## src/rtl/core/lmf_pkg.sv

```systemverilog
// Shared types, sizes and a helper function of the learning bridge MAC table.
// Used by every module in rtl/core; depends on nothing.
package lmf_pkg;

    localparam int TABLE_ENTRIES = 1024;
    localparam int PORT_COUNT    = 4;

    localparam int MAC_W  = 48;
    localparam int PORT_W = 2;
    localparam int MASK_W = 4;
    localparam int IDX_W  = $clog2(TABLE_ENTRIES);
    localparam int CNT_W  = $clog2(TABLE_ENTRIES + 1);

    localparam int S_TDATA_W = 104;
    localparam int M_TDATA_W = 8;

    localparam logic [CNT_W-1:0] TABLE_FULL = CNT_W'(TABLE_ENTRIES);

    typedef logic [MAC_W-1:0]  mac_t;
    typedef logic [PORT_W-1:0] port_t;
    typedef logic [MASK_W-1:0] mask_t;
    typedef logic [IDX_W-1:0]  idx_t;
    typedef logic [CNT_W-1:0]  cnt_t;

    typedef struct packed {
        mac_t  mac;
        port_t port;
    } entry_t;

    typedef struct packed {
        logic  known;
        port_t fwd_port;
        mask_t flood_mask;
        logic  learn_dropped;
    } result_t;

    typedef enum logic [1:0] {
        ST_IDLE,
        ST_SCAN,
        ST_FINISH
    } state_t;

    // Every existing port except the ingress port.
    function automatic mask_t flood_mask(input port_t in_port);
        mask_t m;
        for (int b = 0; b < MASK_W; b++) begin
            m[b] = (b < PORT_COUNT) && (PORT_W'(b) != in_port);
        end
        return m;
    endfunction

endpackage

```

## src/rtl/core/lmf_out_reg.sv

```systemverilog
// Output register of the MAC table: holds one result until the master side takes it.
// Depends on lmf_pkg.
module lmf_out_reg (
    input  logic             aclk,
    input  logic             aresetn,
    input  logic             res_valid,
    output logic             res_ready,
    input  lmf_pkg::result_t res,
    output logic             m_tvalid,
    input  logic             m_tready,
    output logic [lmf_pkg::M_TDATA_W-1:0] m_tdata,
    output logic             m_tuser
);

    logic             valid_reg, valid_next;
    lmf_pkg::result_t res_reg;

    assign res_ready = !valid_reg || m_tready;

    always_comb begin
        valid_next = valid_reg;
        if (res_ready) valid_next = res_valid;
    end

    always_ff @(posedge aclk) begin
        if (!aresetn) begin
            valid_reg <= 1'b0;
        end else begin
            valid_reg <= valid_next;
        end
    end

    always_ff @(posedge aclk) begin
        if (res_ready && res_valid) begin
            res_reg <= res;
        end
    end

    assign m_tvalid = valid_reg;
    assign m_tuser  = res_reg.known;
    assign m_tdata  = {1'b0, res_reg.learn_dropped, res_reg.flood_mask, res_reg.fwd_port};

endmodule

```

## config.mk

```make
export PLATFORM = sky130hd
export DESIGN_NAME = lmf_out_reg
export DESIGN_NICKNAME = d
export VERILOG_FILES = /design/src/rtl/core/lmf_pkg.sv /design/src/rtl/core/lmf_out_reg.sv
export SDC_FILE = /design/constraint.sdc
export NUM_CORES = 1
export LEC_CHECK = 0
export ABC_CLOCK_PERIOD_IN_PS = 900
export BUFFER_PORTS_ARGS = -buffer_cell sky130_fd_sc_hd__buf_2
export CAP_MARGIN = 10
export CORE_AREA = 2 2 39 41
export CTS_CLUSTER_SIZE = 20
export DETAILED_ROUTE_END_ITERATION = 16
export DIE_AREA = 0 0 41 43
export PLACE_DENSITY = 0.49
export SETUP_SLACK_MARGIN = 0.5
export SYNTH_ARGS = -nofsm -noshare
export SYNTH_HDL_FRONTEND = slang
export SYNTH_SLANG_ARGS = --single-unit
```

## constraint.sdc

```tcl
create_clock -name aclk -period 0.9 [get_ports aclk]
set_input_delay 0.09 -clock aclk [delete_from_list [all_inputs] [get_ports aclk]]
set_output_delay 0.09 -clock aclk [all_outputs]
set_load 0.01 [all_outputs]
```

# Yosys cells after proc, flatten, opt, wreduce, memory -nomap -nowiden
# Index checks and enable logic that the tools add are counted.
classes:
  reduce_logical: 3
op_table:
  columns: ["operator", "n"]
  rows:
  - ["1-bit logical AND", 1]
  - ["1-bit logical NOT", 1]
  - ["1-bit logical OR", 1]
word_totals:
  register_bits: 9
  in_bits: 12
  elab_cells: 8

# Depth between registers and ports, before layout
# Gate-level depths: netlist of run 1.
depth:
  depth_word: 3
  mapped_depth: 2
  ltp_nobuf: 2

# Least setup slack after synthesis of run 1
# No wires, ideal clock.
synth_path:
  path_kind: "reg2reg"
  from: "register valid_reg, in the netlist m_tvalid"
  to: "register res_reg (netlist bit m_tdata[0]), enable pin"
  period_less_slack_ns: 0.932
  path_stages_with_launch: 3
  arrival_ns: 0.633
  setup_slack_ns: -0.032
  required_ns: 0.600
  path_cell_list: "dfxtp_1 nand2b_4 and2_4"
synth_between:
  elab_chain_len: 3
synth_lines:
  columns: ["element", "line_no", "text"]
  rows:
  - ["from (decl)", "lmf_out_reg.sv:15", "logic valid_reg, valid_next;"]
  - ["from (signal assigned)", "lmf_out_reg.sv:29", "valid_reg <= valid_next;"]
  - ["1-bit logical NOT", "lmf_out_reg.sv:18", "assign res_ready = !valid_reg || m_tready;"]
  - ["1-bit logical OR", "lmf_out_reg.sv:18", null]
  - ["net res_ready", "lmf_out_reg.sv:7", "output logic res_ready,"]
  - ["1-bit logical AND", "lmf_out_reg.sv:34", "if (res_ready && res_valid) begin"]
  - ["to (signal assigned)", "lmf_out_reg.sv:35", "res_reg <= res;"]
  - ["to (decl)", "lmf_out_reg.sv:16", "lmf_pkg::result_t res_reg;"]
# The timed path passes the listed nets, and every way through them passes these cells.
# A chain may end at the register's enable or synchronous reset.

# Worst setup path in the final report of run 1
layout_path:
  from: "register valid_reg, in the netlist m_tvalid"
  to: "register res_reg (netlist bit m_tdata[0]), enable pin"
layout_between:
  elab_chain_len: 3
layout_lines:
  columns: ["element", "line_no"]
  rows:
  - ["1-bit logical NOT", "lmf_out_reg.sv:18"]
  - ["1-bit logical OR", "lmf_out_reg.sv:18"]
  - ["1-bit logical AND", "lmf_out_reg.sv:34"]
# No other way between the ends.

==> results of run 1 <==
[cells in the final DEF, fill, tap and decap left out]
| master | Yosys | layout |
|---|---|---|
| and2_4 | 1 | 1 |
| clkbuf_4 | 0 | 3 |
| nand2b_4 | 1 | 1 |
| dfxtp_2 | 0 | 1 |
| buf_4 | 1 | 2 |
| buf_6 | 0 | 4 |
| conb_1 | 1 | 1 |
| edfxtp_1 | 8 | 8 |
| inv_1 | 1 | 1 |
| clkbuf_1 | 0 | 1 |
| a21boi_2 | 1 | 1 |
| buf_2 | 0 | 17 |
[state kept, by name, summed over array words and instances, names as in the netlist]
signal    cells
m_tdata       7
m_tvalid      1
m_tuser       1
[worst paths after layout]
kind,start,endpoint,depth (start not counted),slack [ps]
worst max-delay path,m_tvalid,m_tdata[0],2,6
worst min-delay path,res[4],m_tdata[5],1,10
worst max register to register,m_tvalid,m_tdata[0],2,6
worst min register to register,m_tvalid,m_tvalid,4,660
[routing by layer]
layer / vias up / global-route usage, % / share of wire, %
met1: 77 / 8.16 / 47
met5: - / 0 / 0
li1: 102 / - / -
met4: 0 / 8.00 / 1.2
met3: 2 / 5.24 / 17
met2: 22 / 8.13 / 35
[power by group through the flow]
stage	Sequential [mW]	Combinational (mW)	Clock [mW]
after floorplan	0.514	0.0259	0
after global routing	0.495	0.112	0.330
final	0.493	0.103	0.292
after detailed placement	0.500	0.0867	0
after CTS	0.491	0.0897	0.307
after global placement	0.499	0.0853	0
[final cells by class]
cell class                 count  area share, %
multi-input combinational      4           7.59
clock buffer                   4           5.32
inverter                       1          0.759
timing repair buffer          23           29.4
sequential                     9           52.9
tap                           16           4.05
[worst register-to-register path: stages (launching register included)]
cell	delay, ps
dfxtp_2	330
nand2b_4	70
and2_4	200
[repair_timing]
action / 4_1_cts / 5_1_grt
resized for setup: 0 / 4
endpoints found under the hold margin: 0 / 1
pin swaps: 0 / 2
setup endpoints to repair: 19 / 19
buffers inserted: 1 / 1
[per-stage QoR]
step | power, mW | cell area (µm²)
2_1_floorplan | 0.540 | 310
6_report | 0.887 | 494
5_1_grt | 0.937 | 494
3_3_place_gp | 0.585 | 428
3_5_place_dp | 0.587 | 428
4_1_cts | 0.888 | 462
[cells by family (layout without fill, tap and decap cells)]
| group | after synthesis | in the layout | synth area share [%] |
|---|---|---|---|
| and+or+nand+nor | 2 | 2 | 7.29 |
| AOI/OAI and AO/OA | 1 | 1 | 3.64 |
| DFF | 9 | 9 | 84.2 |
| other | 1 | 1 | 1.21 |
| buffers and inverters | 2 | 28 | 3.64 |
==> reports/results.tsv, run 1 <==
metric	value	unit
commonest register cell after synthesis	edfxtp_1	
initial core utilization	22.3	%
slowest stage cell, crit path	dfxtp_2	
area added between synthesis and finish	59.9	%
Final Hold Fails	0	
Reg clk slew, reported paths	60	ps
Setup crit end kind	register	
crit-path max cell delay	330	ps
Bufs and invs on worst path	0	
Final Setup Violations	0	
crit path max fanout	8	
Synth cell types	8	
crit-path leading delay family	flip-flops	
Post-synth ARST share	0	%
final WL	595	µm
Non-Filler Instances	57	
drt wl/cell	10.4	µm
MaxCap Viol Count	0	
sw frac	19.7	%
Tcrit/Tclk final	99.3	%
combinational share of power	11.6	%
CP required	860	ps
P_int	0.713	mW
io pins	23	
Synth warnings	0	
Post-DRT Antenna Nets	0	
drt drc	0	
initial antenna violation count	0	
HP Class	primary input to register	
first-pass GRT wire length	793	µm
count leader, synth	edfxtp_1	
share of layout cells above drive strength 1	73.2	%
Crit Path Category	register to register	
CTS Buffer Depth	2	
Max Slew Vio Count	0	
P_leak	0.225	nW
mean area per synthesized cell	20.6	µm²
setup total negative slack	0	ps
CTS root buf	clkbuf_4	
crit path cell chain	nand2b_4, and2_4	
outcome	complete, no violations	
post-layout min period	894	ps
CTS tree	done	
Seq/Total Area, Yosys	84.2	%
CTS Sinks	9	
post-place setup slack	14.6	ps
total grt overflow	0	
DR vias	203	
Synth Cell Area	309	µm²
TritonCTS Buffers	3	
largest net degree at the start of global routing	9	
Synth top area share	77.7	%
startpoint types	register	
Die X	41	µm
IO Port Bufs	21	
Seq cells post-synth	9	
standard-cell row count	14	
DP Cell Count	51	
skew final	3.97	ps
Post-synth EDFFs	8	
Vias/cell	3.56	
drt first pass iters	1	
leading area contributor after synthesis	edfxtp_1	
final hold slack	13.7	ps
Fillers	146	
Inserted Diodes	0	
sequential cell fraction of total power	55.6	%
Initial DRC Count	0	
clock power share	32.9	%
worst vdd ir	614	µV
Max Clk Rate	1120	MHz
Clock Latency Late Sink	250	ps
Die H	43	µm
Nets	54	
area of the multi-input gates	37.5	µm²
# hold bufs at CTS	0	
Tot GR Track Use	7.35	%
Mapped Nets	27	
Seq. cell area	262	µm²
pwr dens	1800	nW/µm²
fin util	35.7	%
core area	1380	µm²
P_sw	0.175	mW
RSZ-0062 raised after global routing	yes	
Critical Path AT	850	ps
H-tree lvl count	1	
vias in the first global route	201	
DIE AREA	1760	µm²
RD Place Congestion	0.634	
setup ws final	6.05	ps
synth top area cells	edfxtp_1 (78%), dfxtp_1 (6.5%), nand2b_4 (4.5%)	
Synth Instances	15	
Power figures use the tool's default switching activity.
==> run 2, diff against run 1 <==
--- a/config.mk
+++ b/config.mk
@@ -9,6 +9,7 @@
 export BUFFER_PORTS_ARGS = -buffer_cell sky130_fd_sc_hd__buf_2
 export CAP_MARGIN = 10
 export CORE_AREA = 2 2 39 41
+export CTS_BUF_LIST = sky130_fd_sc_hd__clkbuf_4 sky130_fd_sc_hd__clkbuf_8 sky130_fd_sc_hd__clkbuf_16
 export CTS_CLUSTER_SIZE = 20
 export DETAILED_ROUTE_END_ITERATION = 16
 export DIE_AREA = 0 0 41 43
==> reports/results.tsv, run 2 (same netlist as run 1, synthesis figures left out) <==
metric	value	unit	change
layer with the highest usage	met1		unchanged
P_leak	0.229	nW	was 0.225 nW
drt wl/cell	10.5	µm	was 10.4 µm
IO Port Bufs	21		unchanged
setup total negative slack	0	ps	unchanged
M2 GR Usage	8.13	%	unchanged
pwr dens	1850	nW/µm²	was 1800 nW/µm²
Post-DRT Antenna Nets	0		unchanged
drt drc	0		unchanged
max reg flops	7		unchanged
Max Slew Vio Count	0		unchanged
Initial DRC Count	0		unchanged
Post-Place Cell Area	428	µm²	unchanged
largest net degree at the start of global routing	9		unchanged
vias in the first global route	201		unchanged
fin util	36.0	%	was 35.7%
area added between synthesis and finish	61.1	%	was 59.9%
met1 usage	8.16	%	unchanged
DP Cell Count	51		unchanged
Crit Path Category	register to register		unchanged
Setup crit end kind	register		unchanged
H-tree lvl count	1		unchanged
DR vias	201		was 203
crit-path max cell delay	330	ps	about the same
Vias/cell	3.53		was 3.56
HP Class	primary input to register		unchanged
slowest stage cell, crit path	dfxtp_2		unchanged
total grt overflow	0		unchanged
CTS tree	done		unchanged
crit path cell chain	nand2b_4, and2_4		unchanged
standard-cell row count	14		unchanged
RSZ-0062 raised after global routing	yes		unchanged
commonest non-fill, non-tap cell in the layout	buf_2		unchanged
core area	1380	µm²	unchanged
Die H	43	µm	unchanged
CTS root buf	clkbuf_4		unchanged
post-layout min period	895	ps	was 894 ps
Critical Path AT	850	ps	about the same
Seq. cell area	262	µm²	unchanged
Inserted Diodes	0		unchanged
Clock Latency Late Sink	250	ps	about the same
Tcrit/Tclk final	99.5	%	was 99.3%
Final Hold Fails	0		unchanged
io pins	23		unchanged
TritonCTS Buffers	3		unchanged
CTS Sinks	9		unchanged
commonest non-fill, non-tap cells in the layout	buf_2 (17), edfxtp_1 (8), clkbuf_4 (4), buf_6 (4), buf_4 (2)		was buf_2 (17), edfxtp_1 (8), buf_6 (4)
share of layout cells above drive strength 1	75.6	%	was 73.2%
Nets	54		unchanged
Fillers	144		was 146
final WL	596	µm	was 595 µm
RD Place Congestion	0.634		unchanged
reg-to-reg setup timing slack	5	ps	was 6 ps
GRT met3 Usage	5.24	%	unchanged
area of the multi-input gates	37.5	µm²	unchanged
Reg clk slew, reported paths	60	ps	about the same
worst vdd ir	705	µV	was 614 µV
Bufs and invs on worst path	0		unchanged
startpoint types	register		unchanged
first-pass GRT wire length	793	µm	unchanged
Non-Filler Instances	57		unchanged
drt first pass iters	1		unchanged
CP required	860	ps	about the same
MaxCap Viol Count	0		unchanged
outcome	complete, no violations		unchanged
initial core utilization	22.3	%	unchanged
# hold bufs at CTS	0		unchanged
Max Clk Rate	1120	MHz	about the same
Finished Cell Area	498	µm²	was 494 µm²
Tot GR Track Use	7.35	%	unchanged
crit-path leading delay family	flip-flops		unchanged
Final Setup Violations	0		unchanged
DIE AREA	1760	µm²	unchanged
Die X	41	µm	unchanged
CTS Buffer Depth	2		unchanged
crit path max fanout	8		unchanged
skew final	4.73	ps	was 3.97 ps
initial antenna violation count	0		unchanged
[run 2: power by group]
group	switching [mW]	internal [mW]
Clock	0.123	0.200
Sequential	0.00874	0.484
Combinational	0.0439	0.0586
Total	0.176	0.743
[run 2: worst paths after layout]
check,startpoint,endpoint,cells after the start
worst min-delay path,res[4],m_tdata[5],1
worst max-delay path,m_tvalid,m_tdata[0],2
worst min register to register,m_tvalid,m_tvalid,4
worst max register to register,m_tvalid,m_tdata[0],2
[run 2: layout make-up]
| cell class | instances | area share, % |
|---|---|---|
| clock buffers | 4 | 6.03 |
| well taps | 16 | 4.02 |
| inverters | 1 | 0.754 |
| repair buffers | 23 | 29.1 |
| multi-input cells | 4 | 7.54 |
| flip-flops and latches | 9 | 52.5 |
[run 2: worst reg2reg max path, cell delays in order (launching register included)]
cell and delay [ps]:
dfxtp_2 330, nand2b_4 70, and2_4 200
[run 2: metrics by stage]
step / hold slack, ps / power, mW / worst slack (ps)
global placement: 274 / 0.585 / 33.5
finish: 13.7 / 0.919 / 4.92
CTS: 1.84 / 0.919 / 10.4
floorplan: 189 / 0.540 / -1.78
detailed placement: 268 / 0.587 / 14.6
global route: -1.85 / 0.968 / -16.8
[run 2: timing repair]
item	CTS	global route
cloned	0	0
setup buffers	1	1
setup endpoints to repair	19	19
endpoints found under the hold margin	0	1
pin swaps	0	2
gates resized for setup	0	4
[run 2: routing by layer]
layer,up-vias,routed length (µm)
li1,102,-
met1,75,279
met2,22,208
met3,2,100
met4,0,7
met5,-,0
==> run 3, diff against run 2 <==
--- a/config.mk
+++ b/config.mk
@@ -13,6 +13,7 @@
 export CTS_CLUSTER_SIZE = 20
 export DETAILED_ROUTE_END_ITERATION = 16
 export DIE_AREA = 0 0 41 43
+export MAX_ROUTING_LAYER = met4
 export PLACE_DENSITY = 0.49
 export SETUP_SLACK_MARGIN = 0.5
 export SYNTH_ARGS = -nofsm -noshare
==> constraint.sdc (replaced) <==
create_clock -name aclk -period 0.9 [get_ports aclk]
set_input_delay 0.045 -clock aclk [delete_from_list [all_inputs] [get_ports aclk]]
set_output_delay 0.045 -clock aclk [all_outputs]
set_load 0.01 [all_outputs]
==> reports/results.tsv, run 3 (same netlist as run 1, synthesis figures left out) <==
metric	value	unit	change
outcome	finished with violations		was complete, no violations
failing checks	hold timing		
slowest stage cell, crit path	dfxtp_2		unchanged
CTS Sinks	9		unchanged
Finished Cell Area	495	µm²	was 498 µm²
total grt overflow	0		unchanged
MaxCap Viol Count	0		unchanged
Tot Pwr	0.918	mW	was 0.919 mW
HP Class	primary input to register		unchanged
Nets	54		unchanged
Final Setup Violations	0		unchanged
commonest non-fill, non-tap cells in the layout	buf_2 (18), edfxtp_1 (8), clkbuf_4 (4), buf_6 (4)		was buf_2 (17), edfxtp_1 (8), clkbuf_4 (4), buf_6 (4), buf_4 (2)
Initial DRC Count	0		unchanged
DIE AREA	1760	µm²	unchanged
pwr dens	1850	nW/µm²	about the same
vias in the first global route	204		was 201
area added between synthesis and finish	60.3	%	was 61.1%
CTS tree	done		unchanged
DP Cell Count	51		unchanged
Final Hold Fails	8		was 0
startpoint types	register		unchanged
Max Slew Vio Count	0		unchanged
fin util	35.8	%	was 36.0%
TritonCTS Buffers	3		unchanged
CP required	860	ps	about the same
clock power share	35.2	%	about the same
crit-path max cell delay	330	ps	about the same
initial core utilization	22.3	%	unchanged
drt wl/cell	10.6	µm	was 10.5 µm
crit-path leading delay family	flip-flops		unchanged
H-tree lvl count	1		unchanged
max reg flops	7		unchanged
post-layout min period	883	ps	was 895 ps
drt drc	0		unchanged
Bufs and invs on worst path	0		unchanged
Tcrit/Tclk final	98.1	%	was 99.5%
IO Port Bufs	21		unchanged
combinational share of power	11.1	%	was 11.2%
area of the multi-input gates	37.5	µm²	unchanged
CTS root buf	clkbuf_4		unchanged
Die H	43	µm	unchanged
P_leak	0.227	nW	was 0.229 nW
RD Place Congestion	0.639		was 0.634
DR vias	199		was 201
share of layout cells above drive strength 1	75.6	%	unchanged
setup ws final	17.0	ps	was 4.92 ps
Reg clk slew, reported paths	60	ps	about the same
final hold slack	-31.3	ps	was 13.7 ps
Tot GR Track Use	7.75	%	was 7.35%
initial antenna violation count	0		unchanged
Critical Path AT	840	ps	was 850 ps
setup total negative slack	0	ps	unchanged
P_int	0.742	mW	was 0.743 mW
Clock Latency Late Sink	250	ps	about the same
sequential cell fraction of total power	53.7	%	about the same
io pins	23		unchanged
skew final	4.76	ps	was 4.73 ps
Post-Place Cell Area	428	µm²	unchanged
Die X	41	µm	unchanged
CTS Buffer Depth	2		unchanged
Non-Filler Instances	57		unchanged
Post-DRT Antenna Nets	0		unchanged
largest net degree at the start of global routing	9		unchanged
Max Clk Rate	1130	MHz	was 1120 MHz
sw frac	19.2	%	was 19.1%
P_sw	0.176	mW	about the same
commonest non-fill, non-tap cell in the layout	buf_2		unchanged
Fillers	144		unchanged
Crit Path Category	register to register		unchanged
worst vdd ir	704	µV	was 705 µV
crit path cell chain	nand2b_4, and2_4		unchanged
drt first pass iters	1		unchanged
Seq. cell area	262	µm²	unchanged
post-place setup slack	14.6	ps	unchanged
RSZ-0062 raised after global routing	yes		unchanged
standard-cell row count	14		unchanged
first-pass GRT wire length	814	µm	was 793 µm
Vias/cell	3.49		was 3.53
final WL	606	µm	was 596 µm
crit path max fanout	8		unchanged
Setup crit end kind	register		unchanged
core area	1380	µm²	unchanged
Inserted Diodes	0		unchanged
==> run 3: area by class of cell <==
cell class | count | share of cell area (%)
flip-flops and latches | 9 | 52.8
repair buffers | 23 | 28.8
multi-input cells | 4 | 7.58
clock buffers | 4 | 6.06
well taps | 16 | 4.04
inverters | 1 | 0.758
==> run 3: power groups by stage <==
stage	clock network [mW]	registers (mW)	logic (mW)
after global routing	0.362	0.495	0.111
after detailed placement	0	0.500	0.0867
after floorplan	0	0.514	0.0259
after global placement	0	0.499	0.0853
after CTS	0.338	0.491	0.0941
final	0.323	0.493	0.102
==> run 3: worst paths after layout <==
path	depth (start not counted)	slack (ps)	to	startpoint
setup reg to reg	2	20	m_tdata[0]	m_tvalid
setup / recovery	2	20	m_tdata[0]	m_tvalid
hold / removal	1	-30	m_tdata[5]	res[4]
hold reg to reg	4	650	m_tvalid	m_tvalid
==> run 3: timing repair <==
item | 4_1_cts | 5_1_grt
setup buffers | 2 | 0
pin swaps | 1 | 1
endpoints found under the setup margin | 19 | 19
gates resized for setup | 1 | 3
hold endpoints to repair | 8 | 8
==> run 3: metal layers <==
| layer | share of wire (%) | vias up | global-route usage [%] |
|---|---|---|---|
| met3 | 13 | 2 | 3.66 |
| met5 | 0 | - | - |
| met2 | 36 | 22 | 8.75 |
| met4 | 1.2 | 0 | 8.00 |
| li1 | - | 102 | - |
| met1 | 50 | 73 | 9.18 |
