--- src/rtl/core/lmf_pkg.sv ---
// Shared types, sizes and a helper function of the learning bridge MAC table.
// Used by every module in rtl/core; depends on nothing.
package lmf_pkg;

    localparam int TABLE_ENTRIES = 1024;
    localparam int PORT_COUNT    = 4;

    localparam int MAC_W  = 48;
    localparam int PORT_W = 2;
    localparam int MASK_W = 4;
    localparam int IDX_W  = $clog2(TABLE_ENTRIES);
    localparam int CNT_W  = $clog2(TABLE_ENTRIES + 1);

    localparam int S_TDATA_W = 104;
    localparam int M_TDATA_W = 8;

    localparam logic [CNT_W-1:0] TABLE_FULL = CNT_W'(TABLE_ENTRIES);

    typedef logic [MAC_W-1:0]  mac_t;
    typedef logic [PORT_W-1:0] port_t;
    typedef logic [MASK_W-1:0] mask_t;
    typedef logic [IDX_W-1:0]  idx_t;
    typedef logic [CNT_W-1:0]  cnt_t;

    typedef struct packed {
        mac_t  mac;
        port_t port;
    } entry_t;

    typedef struct packed {
        logic  known;
        port_t fwd_port;
        mask_t flood_mask;
        logic  learn_dropped;
    } result_t;

    typedef enum logic [1:0] {
        ST_IDLE,
        ST_SCAN,
        ST_FINISH
    } state_t;

    // Every existing port except the ingress port.
    function automatic mask_t flood_mask(input port_t in_port);
        mask_t m;
        for (int b = 0; b < MASK_W; b++) begin
            m[b] = (b < PORT_COUNT) && (PORT_W'(b) != in_port);
        end
        return m;
    endfunction

endpackage

--- src/rtl/core/lmf_ctrl.sv ---
// Sequencer of the MAC table: scans the filled entries for source and destination,
// then writes back the learned source and hands one result on. Depends on lmf_pkg.
module lmf_ctrl (
    input  logic              aclk,
    input  logic              aresetn,
    input  logic              req_valid,
    output logic              req_ready,
    input  lmf_pkg::mac_t     req_src,
    input  lmf_pkg::mac_t     req_dst,
    input  lmf_pkg::port_t    req_port,
    output logic              res_valid,
    input  logic              res_ready,
    output lmf_pkg::result_t  res,
    output logic              ram_we,
    output lmf_pkg::idx_t     ram_waddr,
    output lmf_pkg::entry_t   ram_wdata,
    output logic              ram_re,
    output lmf_pkg::idx_t     ram_raddr,
    input  lmf_pkg::entry_t   ram_rdata
);

    lmf_pkg::state_t state_reg, state_next;
    lmf_pkg::cnt_t   cnt_reg, cnt_next;
    lmf_pkg::cnt_t   issue_reg, issue_next;
    logic            pend_reg, pend_next;
    lmf_pkg::idx_t   cmp_idx_reg, cmp_idx_next;
    lmf_pkg::mac_t   src_reg, src_next;
    lmf_pkg::mac_t   dst_reg, dst_next;
    lmf_pkg::port_t  port_reg, port_next;
    logic            src_hit_reg, src_hit_next;
    lmf_pkg::idx_t   src_idx_reg, src_idx_next;
    logic            dst_hit_reg, dst_hit_next;
    lmf_pkg::port_t  dst_port_reg, dst_port_next;

    logic more;
    logic full;
    logic dropped;
    logic finish;

    assign more    = issue_reg < cnt_reg;
    assign full    = cnt_reg == lmf_pkg::TABLE_FULL;
    assign dropped = !src_hit_reg && full;
    assign finish  = (state_reg == lmf_pkg::ST_FINISH) && res_ready;

    always_comb begin
        state_next = state_reg;
        case (state_reg)
            lmf_pkg::ST_IDLE: begin
                if (req_valid) state_next = lmf_pkg::ST_SCAN;
            end
            lmf_pkg::ST_SCAN: begin
                if (!more && !pend_reg) state_next = lmf_pkg::ST_FINISH;
            end
            lmf_pkg::ST_FINISH: begin
                if (res_ready) state_next = lmf_pkg::ST_IDLE;
            end
            default: state_next = lmf_pkg::ST_IDLE;
        endcase
    end

    always_comb begin
        req_ready = 1'b0;
        res_valid = 1'b0;
        ram_re    = 1'b0;
        case (state_reg)
            lmf_pkg::ST_IDLE:   req_ready = 1'b1;
            lmf_pkg::ST_SCAN:   ram_re    = more;
            lmf_pkg::ST_FINISH: res_valid = 1'b1;
            default:            req_ready = 1'b0;
        endcase
    end

    assign ram_raddr       = issue_reg[lmf_pkg::IDX_W-1:0];
    assign ram_we          = finish && !dropped;
    assign ram_waddr       = src_hit_reg ? src_idx_reg : cnt_reg[lmf_pkg::IDX_W-1:0];
    assign ram_wdata.mac   = src_reg;
    assign ram_wdata.port  = port_reg;

    always_comb begin
        res.learn_dropped = dropped;
        if ((dst_reg == src_reg) && !dropped) begin
            res.known      = 1'b1;
            res.fwd_port   = port_reg;
            res.flood_mask = '0;
        end else if (dst_hit_reg) begin
            res.known      = 1'b1;
            res.fwd_port   = dst_port_reg;
            res.flood_mask = '0;
        end else begin
            res.known      = 1'b0;
            res.fwd_port   = '0;
            res.flood_mask = lmf_pkg::flood_mask(port_reg);
        end
    end

    always_comb begin
        cnt_next      = cnt_reg;
        issue_next    = issue_reg;
        pend_next     = 1'b0;
        cmp_idx_next  = cmp_idx_reg;
        src_next      = src_reg;
        dst_next      = dst_reg;
        port_next     = port_reg;
        src_hit_next  = src_hit_reg;
        src_idx_next  = src_idx_reg;
        dst_hit_next  = dst_hit_reg;
        dst_port_next = dst_port_reg;
        if ((state_reg == lmf_pkg::ST_IDLE) && req_valid) begin
            src_next     = req_src;
            dst_next     = req_dst;
            port_next    = req_port;
            issue_next   = '0;
            src_hit_next = 1'b0;
            dst_hit_next = 1'b0;
        end
        if (state_reg == lmf_pkg::ST_SCAN) begin
            if (more) begin
                issue_next   = issue_reg + 1'b1;
                pend_next    = 1'b1;
                cmp_idx_next = issue_reg[lmf_pkg::IDX_W-1:0];
            end
            if (pend_reg) begin
                if (ram_rdata.mac == src_reg) begin
                    src_hit_next = 1'b1;
                    src_idx_next = cmp_idx_reg;
                end
                if (ram_rdata.mac == dst_reg) begin
                    dst_hit_next  = 1'b1;
                    dst_port_next = ram_rdata.port;
                end
            end
        end
        if (finish && !src_hit_reg && !full) begin
            cnt_next = cnt_reg + 1'b1;
        end
    end

    always_ff @(posedge aclk) begin
        if (!aresetn) begin
            state_reg <= lmf_pkg::ST_IDLE;
            cnt_reg   <= '0;
            pend_reg  <= 1'b0;
        end else begin
            state_reg <= state_next;
            cnt_reg   <= cnt_next;
            pend_reg  <= pend_next;
        end
    end

    always_ff @(posedge aclk) begin
        issue_reg    <= issue_next;
        cmp_idx_reg  <= cmp_idx_next;
        src_reg      <= src_next;
        dst_reg      <= dst_next;
        port_reg     <= port_next;
        src_hit_reg  <= src_hit_next;
        src_idx_reg  <= src_idx_next;
        dst_hit_reg  <= dst_hit_next;
        dst_port_reg <= dst_port_next;
    end

endmodule

--- config.mk ---
export PLATFORM = sky130hd
export DESIGN_NAME = lmf_ctrl
export DESIGN_NICKNAME = d
export VERILOG_FILES = /design/src/rtl/core/lmf_pkg.sv /design/src/rtl/core/lmf_ctrl.sv
export SDC_FILE = /design/constraint.sdc
export NUM_CORES = 1
export LEC_CHECK = 0
export ABC_AREA = 1
export BUFFER_PORTS_ARGS = -buffer_cell sky130_fd_sc_hd__buf_4
export CELL_PAD_IN_SITES_DETAIL_PLACEMENT = 1
export CELL_PAD_IN_SITES_GLOBAL_PLACEMENT = 2
export CORE_UTILIZATION = 33
export CTS_BUF_LIST = sky130_fd_sc_hd__clkbuf_4
export CTS_CLUSTER_DIAMETER = 50
export DETAILED_ROUTE_END_ITERATION = 10
export PLACE_DENSITY = 0.92
export SLEW_MARGIN = 20
export SYNTH_ARGS = -nofsm -noshare
export SYNTH_HDL_FRONTEND = slang
export SYNTH_SLANG_ARGS = --single-unit
--- constraint.sdc ---
create_clock -name aclk -period 11.2 [get_ports aclk]
set_clock_uncertainty 0.15 [all_clocks]
set_input_delay 1.68 -clock aclk [delete_from_list [all_inputs] [get_ports aclk]]
set_output_delay 1.68 -clock aclk [all_outputs]
set_load 0.02 [all_outputs]
# Word-level counts from Yosys, hierarchy flattened
# Cells that the tools add are included.
[word_totals]
romBits = 0
memories = 0
in_bits = 152
latchBits = 0
ramBits = 0
register_bits = 147
out_inout_bits = 82
[classes]
n_lt_le_gt_ge = 1
n_mux = 22
bitwise = 0
eq_ne = 12
div_mod_pow = 0
n_addsub = 2
n_shift = 0
n_reduce_logical = 20
multipliers = 0
[ops]
columns = ["operator", "n"]
rows = [
  ["48-bit equality test", 3],
  ["11-bit two-way mux", 3],
  ["11-bit by 1-bit adder with 11-bit output, second input constant", 2],
  ["7-bit two-way mux", 2],
  ["1-bit two-way mux", 12],
  ["11-bit equality test, second input constant", 1],
  ["11-bit less-than comparator", 1],
  ["10-bit two-way mux", 1],
  ["3-bit AND reduction", 3],
  ["1-bit logical AND", 8],
  ["2-bit two-way mux", 3],
  ["2-bit != test, second input constant", 3],
  ["2-bit case mux with 3 select lines", 1],
  ["1-bit zero test", 5],
  ["2-bit != test, first input constant", 2],
  ["2-bit AND reduction", 2],
  ["2-bit by 1-bit equality test with 1-bit output, second input constant", 1],
  ["2-bit equality test, second input constant", 1],
  ["2-bit zero test", 1],
  ["1-bit by 2-bit != test with 1-bit output, first input constant", 1],
  ["2-bit nonzero test", 1],
]

# Longest topological paths before layout
# Gate-level depths: netlist of run 1.
[logic_depth]
ltp_word = 6
mapped_depth = 12
mapped_depth_nobuf = 12

# Least setup slack after synthesis of run 1
# OpenSTA, ideal clock, no wires.
[synth_timing]
path_type = "input-to-reg"
startpoint = "in req_valid"
endpoint = "reg issue_reg[0]"
path_slack_ns = 4.036
setup_ns = 0.124
required_ns = 10.926
cell_stages = 6
n_path_buf = 1
arrival_ns = 6.891
cell_sequence = "inv_1 > nor2_1 > inv_1 > buf_2 > nand3_1 > o21ai_1"
[synth_via]
elab_chain_cells = 4
[synth_lines]
columns = ["item", "line", "rtl"]
rows = [
  ["start: declaration", "lmf_ctrl.sv:6", "input logic req_valid,"],
  ["1-bit logical AND *", "lmf_ctrl.sv:108", "if ((state_reg == lmf_pkg::ST_IDLE) && req_valid) begin"],
  ["11-bit two-way mux *", "lmf_ctrl.sv:108", ""],
  ["11-bit two-way mux", "lmf_ctrl.sv:117", "if (more) begin"],
  ["11-bit two-way mux *", "lmf_ctrl.sv:116", "if (state_reg == lmf_pkg::ST_SCAN) begin"],
  ["net issue_next[0]", "lmf_ctrl.sv:24", "lmf_pkg::cnt_t issue_reg, issue_next;"],
  ["end signal: assignment", "lmf_ctrl.sv:151", "issue_reg <= issue_next;"],
  ["end: declaration", "lmf_ctrl.sv:24", ""],
]
# The timed path passes the listed nets; every way through them passes the cells marked *.
# A chain may end at the register's enable or synchronous reset.

# Final worst setup path of run 1
[layout_timing]
startpoint = "reg cnt_reg[10]"
endpoint = "out ram_re"
[layout_via]
elab_chain_cells = 2
[layout_lines]
columns = ["item", "line", "rtl"]
rows = [
  ["start: declaration", "lmf_ctrl.sv:23", "lmf_pkg::cnt_t cnt_reg, cnt_next;"],
  ["start signal: assignment", "lmf_ctrl.sv:145", "cnt_reg <= cnt_next;"],
  ["11-bit less-than comparator", "lmf_ctrl.sv:40", "assign more = issue_reg < cnt_reg;"],
  ["1-bit two-way mux", "lmf_ctrl.sv:65", "case (state_reg)"],
  ["end: declaration", "lmf_ctrl.sv:17", "output logic ram_re,"],
]
# No other way between the ends.

==> Implementation_results.wiki, run 1 <==
{| class="wikitable"
! Metric !! Value
|-
| Post-route fraction of the period consumed by the critical path || 0.395
|-
| Post-route non-filler standard cell count || 1441
|-
| Net count of the mapped netlist || roughly 1000
|-
| Effective utilization at floorplan || 0.339
|-
| Mux share of post-synthesis cell area || 0
|-
| CTS tree || done
|-
| Mapped Cells || ~900
|-
| Die height || 155 µm
|-
| Die Span X || 155 µm
|-
| # clock sinks || 147
|-
| Total iterations of the first detailed-routing run || 4
|-
| Wire length after detailed routing || 25.2 mm
|-
| Setup TNS after final layout || 0 ps
|-
| Final hold viol count || 0
|-
| Number of hold-repair buffers added at the cts stage || 0
|-
| RD Place Congestion || around 0.80
|-
| Total die area || roughly 24000 µm²
|-
| Multi-input gate area in the final layout || between 3000 and 4000 µm²
|-
| Num CTS Buffers || 17
|-
| Post-CTS setup-driven buffer insertion count || 0
|-
| FF+latch count, synth || 147
|-
| Worst Setup End Kind || primary output
|-
| Vias per cell || between 4 and 5
|-
| Share of synthesized area occupied by flip-flops and latches || 0.535
|-
| Tightest Pin Transition || about 1000 ps
|-
| Post-synthesis cell type with the largest combined area || sky130_fd_sc_hd__edfxtp_1
|-
| Worst slew slack as a fraction of its limit || 0.300
|-
| Most common library cell in the layout ignoring fill and taps || sky130_fd_sc_hd__nand2_1
|-
| Largest buffer count on any clock path || 2
|-
| Clk pin slew, worst setup/hold paths || 150 ps
|-
| CP required || 9370 ps
|-
| Top flip-flop cell by instance count after synthesis || sky130_fd_sc_hd__edfxtp_1
|-
| Leakage power figure || ~4.5 nW
|-
| Total power || 1.22 mW
|-
| Initial antenna violation count || 2
|-
| Number of cells after detailed placement || 1407
|-
| Remaining routing DRC violations || 0
|-
| Maximum number of pins on one net before global-route repair || 76
|-
| IO Count || 234
|-
| Final number of max-transition violations || 0
|-
| Total number of H-tree levels || 4
|-
| Detailed-route via count || 6673
|-
| Sum of overflow across all layers after global routing || 0
|-
| Largest family of logic cells by synthesized area || simple AND/OR/NAND/NOR gates
|-
| Post-detailed-route count of antenna-violating nets || 0
|-
| Cell types with the largest area share after synthesis || sky130_fd_sc_hd__edfxtp_1 47%, sky130_fd_sc_hd__nand2_1 12%, sky130_fd_sc_hd__dfxtp_1 7.0%
|-
| Most used cells in the layout excluding fill and tap cells || 253 x sky130_fd_sc_hd__nand2_1, 234 x sky130_fd_sc_hd__buf_4, 120 x sky130_fd_sc_hd__edfxtp_1
|-
| Insertion delay to the later sink of the worst-skew pair || a little under 600 ps
|-
| Global routing usage on met2 || 0.382
|-
| Compound-cell area share of the yosys netlist || 0.0513
|-
| Resize count post-CTS || 0
|-
| Data arrival at the endpoint of the critical path || 2600 ps
|-
| Result of the run || finished clean
|-
| Count of flip-flops with a built-in enable after synthesis || 120
|-
| Count of nets after finishing || ~1300
|-
| Netlist cell types || 32
|-
| Via count of the first global-routing pass || around 7100
|-
| RSZ-0062 raised after global routing || false
|-
| Final routed wire length divided by cell count || 17.5 µm
|-
| Area growth, synth to finish || 30.1%
|-
| Count of input and output buffers || between 200 and 250
|-
| Number of setup violations in the final report || 0
|-
| Yosys synthesis warning count || 0
|-
| Xor/xnor cell area share of the yosys netlist || 0.0951
|-
| Routing usage on met3 || 0.0412
|-
| Standard-cell row count || 55
|-
| Clock root buffer || sky130_fd_sc_hd__clkbuf_4
|-
| Post-synthesis share of cell area spent on and, or, nand and nor gates || 0.224
|-
| Worst setup path category || register to primary output
|-
| Power density normalized to cell area || 121 nW/µm²
|-
| Final critical delay including setup and external delays || 4430 ps
|-
| Combined global-route utilization of all metal layers || 0.216
|-
| Ratio of cells with drive above 1 in the final layout || 0.256
|-
| Number of max-capacitance violations reported || 0
|-
| Portion of synthesized cell area occupied by the leading cell type || 0.466
|-
| Largest fanout on the critical path || 18
|-
| Synthesized area per cell || 8.83 µm²
|-
| Register area || 4140 µm²
|-
| CORE AREA || 22800 µm²
|-
| Maximum VDD drop || ~60 µV
|-
| Highest clock rate || 226 MHz
|-
| Min-Delay Path Class || register to register
|-
| Global-route layer with the greatest usage || met2
|-
| Met1 Resource Use GR || 0.267
|-
| Number of inserted filler cells in the final layout || 2756
|-
| Detail Placement HPWL || 20.3 mm
|-
| Arithmetic-cell share of the synthesized area counting full adders, half adders and majority gates || 0.0210
|-
| Number of violations reported at the end of detailed-routing iteration 0 || 265
|-
| Global-route wire length before repair || 38.8 mm
|-
| Async set-reset flop share out of synthesis || 0
|-
| Post-Syn Area || 7740 µm²
|-
| Crit path launch type || register
|}
[power by group]
group	switching, mW	internal (mW)	total, mW
Clock	0.241	0.122	0.363
Sequential	0.0286	0.625	0.654
Combinational	0.112	0.0918	0.204
[Yosys cell counts, types with 11 or more instances]
cell and count:
sky130_fd_sc_hd__xor2_1 30, sky130_fd_sc_hd__nor3_1 11, sky130_fd_sc_hd__o21ai_0 41, sky130_fd_sc_hd__ha_1 13, sky130_fd_sc_hd__a21oi_1 19, sky130_fd_sc_hd__nand2_1 253
sky130_fd_sc_hd__buf_4 11, sky130_fd_sc_hd__inv_1 112, sky130_fd_sc_hd__nor2_1 101, sky130_fd_sc_hd__xnor2_1 54, sky130_fd_sc_hd__nand3_1 29, sky130_fd_sc_hd__edfxtp_1 120
sky130_fd_sc_hd__dfxtp_1 27, sky130_fd_sc_hd__nand4_1 13
[worst paths after layout]
check | startpoint | to | slack (ps) | cells after the start
min | cmp_idx_reg[0] | src_idx_reg[0] | 290 | 0
max | cnt_reg[10] | ram_re | 6770 | 9
min reg2reg | cmp_idx_reg[0] | src_idx_reg[0] | 290 | 0
max reg2reg | state_reg[0] | dst_reg[38] | 8530 | 4
[layout make-up]
class / count / area share
inverters: 120 / 0.0447
clock buffers: 17 / 0.0127
well taps: 313 / 0.0389
clock inverters: 15 / 0.0160
multi-input cells: 593 / 0.301
diodes: 2 / 0.000497
flip-flops and latches: 147 / 0.411
repair buffers: 234 / 0.174
[worst max-delay path, stage by stage, from the launching register on]
cell and delay (ps):
sky130_fd_sc_hd__dfxtp_1 380, sky130_fd_sc_hd__inv_1 110, sky130_fd_sc_hd__ha_1 330, sky130_fd_sc_hd__nand2_1 120, sky130_fd_sc_hd__inv_1 60, sky130_fd_sc_hd__and3_1 150, sky130_fd_sc_hd__nor2_2 150, sky130_fd_sc_hd__nand3_4 210
sky130_fd_sc_hd__inv_2 320, sky130_fd_sc_hd__buf_4 210
[per-layer routing]
metal,share of wire,wire (µm),vias to the layer above
met1,0.43,10800,3183
met2,0.50,12700,181
li1,-,-,3282
met3,0.053,1340,27
met4,0.017,432,0
met5,0,0,-
[cells by family (layout without fill, tap and decap cells)]
group | count (synthesis) | count (layout)
simple gates | 421 | 421
buf+inv | 136 | 386
compound gates | 75 | 75
xor+xnor | 84 | 84
flops | 147 | 147
other cells | 0 | 2
fa+ha+maj | 13 | 13
[stage by stage]
| step | hold slack (ps) | area (µm²) | setup slack (ps) | util |
|---|---|---|---|---|
| 2_1_floorplan | 250 | 7740 | 4040 | - |
| 3_3_place_gp | 253 | 9780 | 7270 | 0.428 |
| 3_5_place_dp | 257 | 9780 | 7200 | 0.428 |
| 4_1_cts | 294 | 10100 | 6700 | 0.441 |
| 5_1_grt | 304 | 10100 | 6510 | 0.441 |
| 6_report | 291 | 10100 | 6770 | 0.441 |
No activity file was read; power rests on OpenSTA's default activity.
==> run 2: changes to the inputs <==
ABC_AREA = 0   (was 1)
CORE_UTILIZATION = 30   (was 33)
PLACE_DENSITY = 0.83   (was 0.92)
clock period = 3.95 ns   (was 11.2 ns; I/O delays follow)
==> run 2 against run 1 <==
Net effect:
- the run now ends with design-rule violations left
- count of clock-buffer cells in the layout increased by 1
- largest cell class unchanged
- wire length decreased by 4.1%
- clock power increased to 2.5 times the previous value
- critical endpoint is now res[4]
- die area decreased by 1.9%
- register-to-register slack got worse by 7400 ps
- utilization increased by 1.3 points
- largest power group unchanged
- total power increased to 2.8 times the previous value
==> Implementation_results.wiki, run 2 <==
{| class="wikitable"
! Metric !! Value
|-
| Most used cells in the layout excluding fill and tap cells || 239 x sky130_fd_sc_hd__buf_4, 120 x sky130_fd_sc_hd__edfxtp_1, 100 x sky130_fd_sc_hd__dlygate4sd3_1
|-
| Post-detailed-route count of antenna-violating nets || 0
|-
| Top flip-flop cell by instance count after synthesis || sky130_fd_sc_hd__edfxtp_1
|-
| Sum of overflow across all layers after global routing || 0
|-
| Via count of the first global-routing pass || 5997
|-
| Async set-reset flop share out of synthesis || 0
|-
| CTS tree || done
|-
| Num CTS Buffers || 17
|-
| Standard-cell row count || 55
|-
| Worst Setup End Kind || primary output
|-
| Worst flop-to-flop path startpoint || cnt_reg[2]
|-
| # clock sinks || about 150
|-
| Ratio of cells with drive above 1 in the final layout || 0.319
|-
| Wire length after detailed routing || 24.2 mm
|-
| Result of the run || finished with violations
|-
| Final number of max-transition violations || 0
|-
| Worst slew slack as a fraction of its limit || 0.483
|-
| Total die area || roughly 24000 µm²
|-
| Min-Delay Path Class || input pin to register
|-
| Remaining routing DRC violations || 2
|-
| Number of max-capacitance violations reported || 0
|-
| Largest buffer count on any clock path || 2
|-
| R2R Path End || issue_reg[8]
|-
| Top cells by count, synth || 120 x sky130_fd_sc_hd__edfxtp_1, 98 x sky130_fd_sc_hd__xor2_1, 55 x sky130_fd_sc_hd__xnor2_1
|-
| Multi-input gate area in the final layout || 2610 µm²
|-
| Violations in the final reports || design-rule violations
|-
| Final setup slack of the worst path || 235 ps
|-
| Vias per cell || 4.69
|-
| CORE AREA || ~23000 µm²
|-
| R2R depth || 10
|-
| Count of cells along the worst hold path || 2
|-
| FF+latch count, synth || 147
|-
| Maximum number of pins on one net before global-route repair || 55
|-
| Worst Hold Path EP || cnt_reg[9]
|-
| Power density normalized to cell area || ~330 nW/µm²
|-
| Largest fanout on the critical path || 5
|-
| Total iterations of the first detailed-routing run || 7
|-
| Global-route wire length before repair || 36.2 mm
|-
| Net count of the mapped netlist || 698
|-
| Top-count cell post-synth || sky130_fd_sc_hd__edfxtp_1
|-
| Worst setup path category || register to primary output
|-
| Leakage power figure || 4.04 nW
|-
| Portion of synthesized cell area occupied by the leading cell type || 0.522
|-
| Hold Startpoint || aresetn
|-
| Delay of the slowest cell on the worst path || 470 ps
|-
| Clk pin slew, worst setup/hold paths || around 150 ps
|-
| Worst reg-to-reg setup slack || 1160 ps
|-
| Number of violations reported at the end of detailed-routing iteration 0 || ~250
|-
| Number of setup violations in the final report || 0
|-
| Die height || 154 µm
|-
| RSZ-0062 raised after global routing || false
|-
| Worst setup slack after placement || 526 ps
|-
| Buf/Inv on CP || 1
|-
| Data arrival at the endpoint of the critical path || slightly below 3000 ps
|-
| Synthesized area per cell || 12.9 µm²
|-
| Netlist cell types || 40
|-
| Share of synthesized area occupied by flip-flops and latches || 0.601
|-
| Maximum VDD drop || roughly 170 µV
|-
| Mapped Cells || ~530
|-
| Setup TNS after final layout || 0 ps
|-
| Combined global-route utilization of all metal layers || 0.209
|-
| Final critical delay including setup and external delays || 3710 ps
|-
| Cells traversed along the worst timing path || xor2_1 -> nor4_1 -> nand4_1 -> nor4_4 -> or2_0 -> a21oi_1 -> buf_4
|-
| Most common library cell in the layout ignoring fill and taps || sky130_fd_sc_hd__buf_4
|-
| Final hold viol count || 0
|-
| Detail Placement HPWL || ~18 mm
|-
| Tightest Pin Transition || 776 ps
|-
| Area growth, synth to finish || 48.5%
|-
| Post-route fraction of the period consumed by the critical path || 0.940
|-
| Post-synthesis cell type with the largest combined area || sky130_fd_sc_hd__edfxtp_1
|-
| Total number of H-tree levels || 4
|-
| Insertion delay to the later sink of the worst-skew pair || just under 600 ps
|-
| Slowest cell on the critical path || sky130_fd_sc_hd__edfxtp_1
|-
| IO Count || between 200 and 250
|-
| Count of input and output buffers || ~230
|-
| Register area || 4140 µm²
|-
| Count of flip-flops with a built-in enable after synthesis || 120
|-
| Initial antenna violation count || 2
|-
| Final routed wire length divided by cell count || 20.6 µm
|-
| CP required || 3210 ps
|-
| Number of inserted filler cells in the final layout || 2424
|-
| RD Place Congestion || 0.867
|-
| Count of nets after finishing || 1038
|-
| Highest clock rate || about 270 MHz
|-
| Cell types with the largest area share after synthesis || sky130_fd_sc_hd__edfxtp_1 52%, sky130_fd_sc_hd__xor2_1 12%, sky130_fd_sc_hd__dfxtp_1 7.8%
|-
| Yosys synthesis warning count || 0
|-
| Post-Syn Area || 6900 µm²
|-
| Kind of cell adding the most delay to the critical path || simple AND/OR/NAND/NOR gates
|-
| Clock root buffer || sky130_fd_sc_hd__clkbuf_4
|-
| Crit path launch type || register
|-
| Effective utilization at floorplan || 0.306
|-
| Detailed-route via count || 5506
|-
| Total power || 3.38 mW
|-
| Die Span X || 154 µm
|}
==> run 2: metrics by stage <==
step | std cells | instance area, µm² | utilization | hold slack (ps)
after floorplan | 533 | 6900 | - | 250
after global placement | 1038 | 8960 | 0.397 | 251
after detailed placement | 1038 | 8960 | 0.397 | 257
after CTS | 1170 | 10200 | 0.453 | 136
after global routing | 1173 | 10200 | 0.454 | 146
final | 1173 | 10200 | 0.454 | 186
==> run 2: how the worst max path moves through the flow <==
stage | start | end | slack [ps] | cells past startpoint
after CTS | src_reg[2] | res[4] | 130 | 7
final | src_reg[30] | res[4] | 240 | 7
after floorplan | state_reg[0] | dst_reg[0] | 370 | 4
after global placement | src_reg[2] | res[4] | 500 | 7
after detailed placement | src_reg[2] | res[4] | 530 | 7
after global routing | src_reg[30] | res[3] | 5 | 7
==> run 2: per-layer routing <==
metal	track usage	wire length, µm	vias to the layer above
met5	0	0	-
met4	0.0810	740	0
met3	0.0558	1370	39
met2	0.348	11800	177
met1	0.258	10300	2685
li1	-	-	2605
==> run 2: power by group <==
group / total (mW) / internal, mW / switching, mW
combinational: 0.618 / 0.316 / 0.302
sequential: 1.85 / 1.77 / 0.0783
clock: 0.914 / 0.274 / 0.640
total: 3.38 / 2.36 / 1.02
==> run 2: cells by family after synthesis <==
kind of cell / share of synthesized area
AO/OA/AOI/OAI: 0.0434
XOR/XNOR: 0.194
adder cells (fa/ha/maj): 0.0236
buffers and inverters: 0.0252
flip-flops: 0.601
multiplexers: 0.00435
AND/OR/NAND/NOR: 0.108
==> run 2: layout make-up <==
cell class / count / share of cell area
Tap cell: 285 / 0.0348
Clock buffer: 18 / 0.0132
Sequential cell: 147 / 0.405
Timing Repair Buffer: 340 / 0.275
Clock inverter: 14 / 0.0115
Multi-Input combinational cell: 351 / 0.255
Inverter: 16 / 0.00611
Antenna cell: 2 / 0.000489
==> run 2: what timing repair did <==
action,in CTS,in global routing
resized for setup,2,1
hold buffers,100,0
buffers inserted,0,1
pin swaps,0,1
hold endpoints to repair,100,0
endpoints found under the setup margin,7,4
==> run 3: changes to the inputs <==
MAX_ROUTING_LAYER = met4   (was unset)
RECOVER_POWER = 50   (was unset)
clock period = 3.1 ns   (was 3.95 ns; I/O delays follow)
==> run 3 against run 2 <==
Net effect:
- sequential power increased by 27%
- count of clock-buffer cells in the layout is 1 lower
- clock power grew 56%
- global-route usage increased by 0.89 points
- first-iteration DRC count rose by 13%
- non-clock buffer count up 33
- hold slack got worse by 94 ps
- cell count is 3.0% higher
- sequential cell count unchanged
- combinational power is 39% higher
- the run ends with design-rule violations, negative setup slack left
- critical endpoint unchanged
- utilization rose by 1.8 points
==> Implementation_results.wiki, run 3 (synthesis gave the netlist of run 2 again) <==
{| class="wikitable"
! Metric !! Value
|-
| Result of the run || finished with violations
|-
| Violations in the final reports || design-rule violations, negative setup slack
|-
| Remaining routing DRC violations || 2
|-
| Post-detailed-route count of antenna-violating nets || 0
|-
| Final critical delay including setup and external delays || 3330 ps
|-
| Met1 Routed Length || about 11 mm
|-
| Detailed-route via count || 5694
|-
| Worst slew slack as a fraction of its limit || 0.291
|-
| Count of nets after finishing || 1071
|-
| Final routed wire length divided by cell count || 20.9 µm
|-
| Clock root buffer || sky130_fd_sc_hd__clkbuf_4
|-
| Highest clock rate || ~300 MHz
|-
| Final hold viol count || 0
|-
| Tightest Pin Transition || 1060 ps
|-
| Wire length after detailed routing || 25.3 mm
|-
| CTS tree || done
|-
| Leakage power figure || 4.20 nW
|-
| CORE AREA || 22600 µm²
|-
| Final setup slack of the worst path || -227 ps
|-
| Sum of overflow across all layers after global routing || 0
|-
| Num CTS Buffers || 17
|-
| Initial antenna violation count || 4
|-
| Maximum VDD drop || 251 µV
|-
| Total iterations of the first detailed-routing run || 8
|-
| Via count of the first global-routing pass || approximately 6200
|-
| Largest fanout on the critical path || 5
|-
| Number of violations reported at the end of detailed-routing iteration 0 || roughly 280
|-
| Maximum number of pins on one net before global-route repair || 24
|-
| Combined global-route utilization of all metal layers || 0.218
|-
| Post-route fraction of the period consumed by the critical path || 1.07
|-
| Delay of the slowest cell on the worst path || 450 ps
|-
| Die Span X || 154 µm
|-
| Global-route wire length before repair || ~37 mm
|-
| Die height || approximately 150 µm
|-
| RD Place Congestion || approximately 0.81
|-
| Largest buffer count on any clock path || 2
|-
| Worst setup path category || register to primary output
|-
| Ratio of cells with drive above 1 in the final layout || 0.342
|-
| Insertion delay to the later sink of the worst-skew pair || 580 ps
|-
| Detail Placement HPWL || 18.0 mm
|-
| Total met2 wirelength after detailed routing || 12.7 mm
|-
| Cells traversed along the worst timing path || xor2_1 -> nor4_1 -> buf_4 -> nand4_1 -> nor4_4 -> buf_4 -> or2_4 -> a21oi_1 -> buf_4
|-
| Top layer reached by signal wires || met4
|-
| Most common library cell in the layout ignoring fill and taps || sky130_fd_sc_hd__buf_4
|-
| Total die area || 23600 µm²
|-
| Worst Setup End Kind || primary output
|-
| Final number of max-transition violations || 0
|-
| # clock sinks || 147
|-
| Number of cells after detailed placement || 1051
|-
| Total length of routed met3 wires || 985 µm
|-
| Number of setup violations in the final report || 7
|-
| CP required || about 2500 ps
|-
| Slowest cell on the critical path || sky130_fd_sc_hd__edfxtp_1
|-
| Number of max-capacitance violations reported || 0
|-
| Total number of H-tree levels || 4
|-
| Vias per cell || 4.71
|-
| Post-route non-filler standard cell count || 1208
|-
| Count of input and output buffers || 233
|-
| Clk pin slew, worst setup/hold paths || 160 ps
|-
| Min-Delay Path Class || input pin to register
|-
| Post-route core utilization || 0.472
|-
| Standard-cell row count || 55
|-
| Crit path launch type || register
|-
| Area growth, synth to finish || 54.3%
|-
| Data arrival at the endpoint of the critical path || 2710 ps
|-
| RSZ-0062 raised after global routing || true
|-
| Power density normalized to cell area || 436 nW/µm²
|-
| IO Count || 234
|-
| Crit-path most repeated cell || sky130_fd_sc_hd__buf_4
|-
| Effective utilization at floorplan || 0.306
|-
| Most used cells in the layout excluding fill and tap cells || 162 x sky130_fd_sc_hd__buf_4, 120 x sky130_fd_sc_hd__edfxtp_1, 114 x sky130_fd_sc_hd__clkbuf_4
|}
## run 3: what timing repair did
| item | CTS | global route |
|---|---|---|
| hold buffers | 100 | 1 |
| gates cloned | 0 | 0 |
| endpoints found under the setup margin | 7 | 8 |
| resized for setup | 10 | 5 |
| pin swaps | 4 | 7 |
| endpoints found under the hold margin | 100 | 1 |
| setup buffers | 6 | 14 |
## run 3: power by group
group	internal, mW	total [mW]	switching (mW)	leakage (nW)
registers	2.25	2.35	0.0974	1.35
logic	0.440	0.857	0.418	2.67
clock network	0.598	1.43	0.834	0.177
## run 3: area by class of cell
class	instances	area [µm²]
Clock buffer	17	128
Sequential cell	147	4150
Inverter	16	61.3
Antenna cell	4	10.0
Tap cell	285	357
Clock inverter	15	209
Fill cell	2408	11900
Timing Repair Buffer	373	3070
Multi-Input combinational cell	351	2670
## run 3: worst paths after layout
check | to | startpoint | slack, ps | depth (start not counted)
worst min-delay path | state_reg[1] | res_ready | 90 | 3
worst max-delay path | res[4] | src_reg[35] | -230 | 9
worst min register to register | src_idx_reg[6] | cmp_idx_reg[6] | 290 | 0
worst max register to register | src_idx_reg[5] | src_reg[17] | 480 | 6
## run 3: stage by stage
stage	hold slack (ps)	setup TNS, ps	power, mW	cell area, µm²	setup WS, ps
after floorplan	250	0	2.68	6900	21.5
after global placement	252	-76.2	3.08	9090	-20.8
after detailed placement	255	-247	3.09	9090	-60.7
after CTS	7.09	-2050	4.65	10500	-317
after global routing	27.0	-2450	4.81	10600	-380
final	91.7	-1430	4.64	10600	-227
## run 3: layer usage
metal | GRT usage | up-vias
met1 | 0.264 | 2811
met2 | 0.357 | 178
met3 | 0.0406 | 38
met5 | - | -
li1 | - | 2667
met4 | 0.0890 | 0
## run 3: worst max-delay path: cells and delay by family, from the launching register on
kind	cells	cell delay [ps]
AO/OA/AOI/OAI	1	40
XOR/XNOR	1	180
buffers and inverters	3	510
flip-flops	1	450
AND/OR/NAND/NOR	4	940
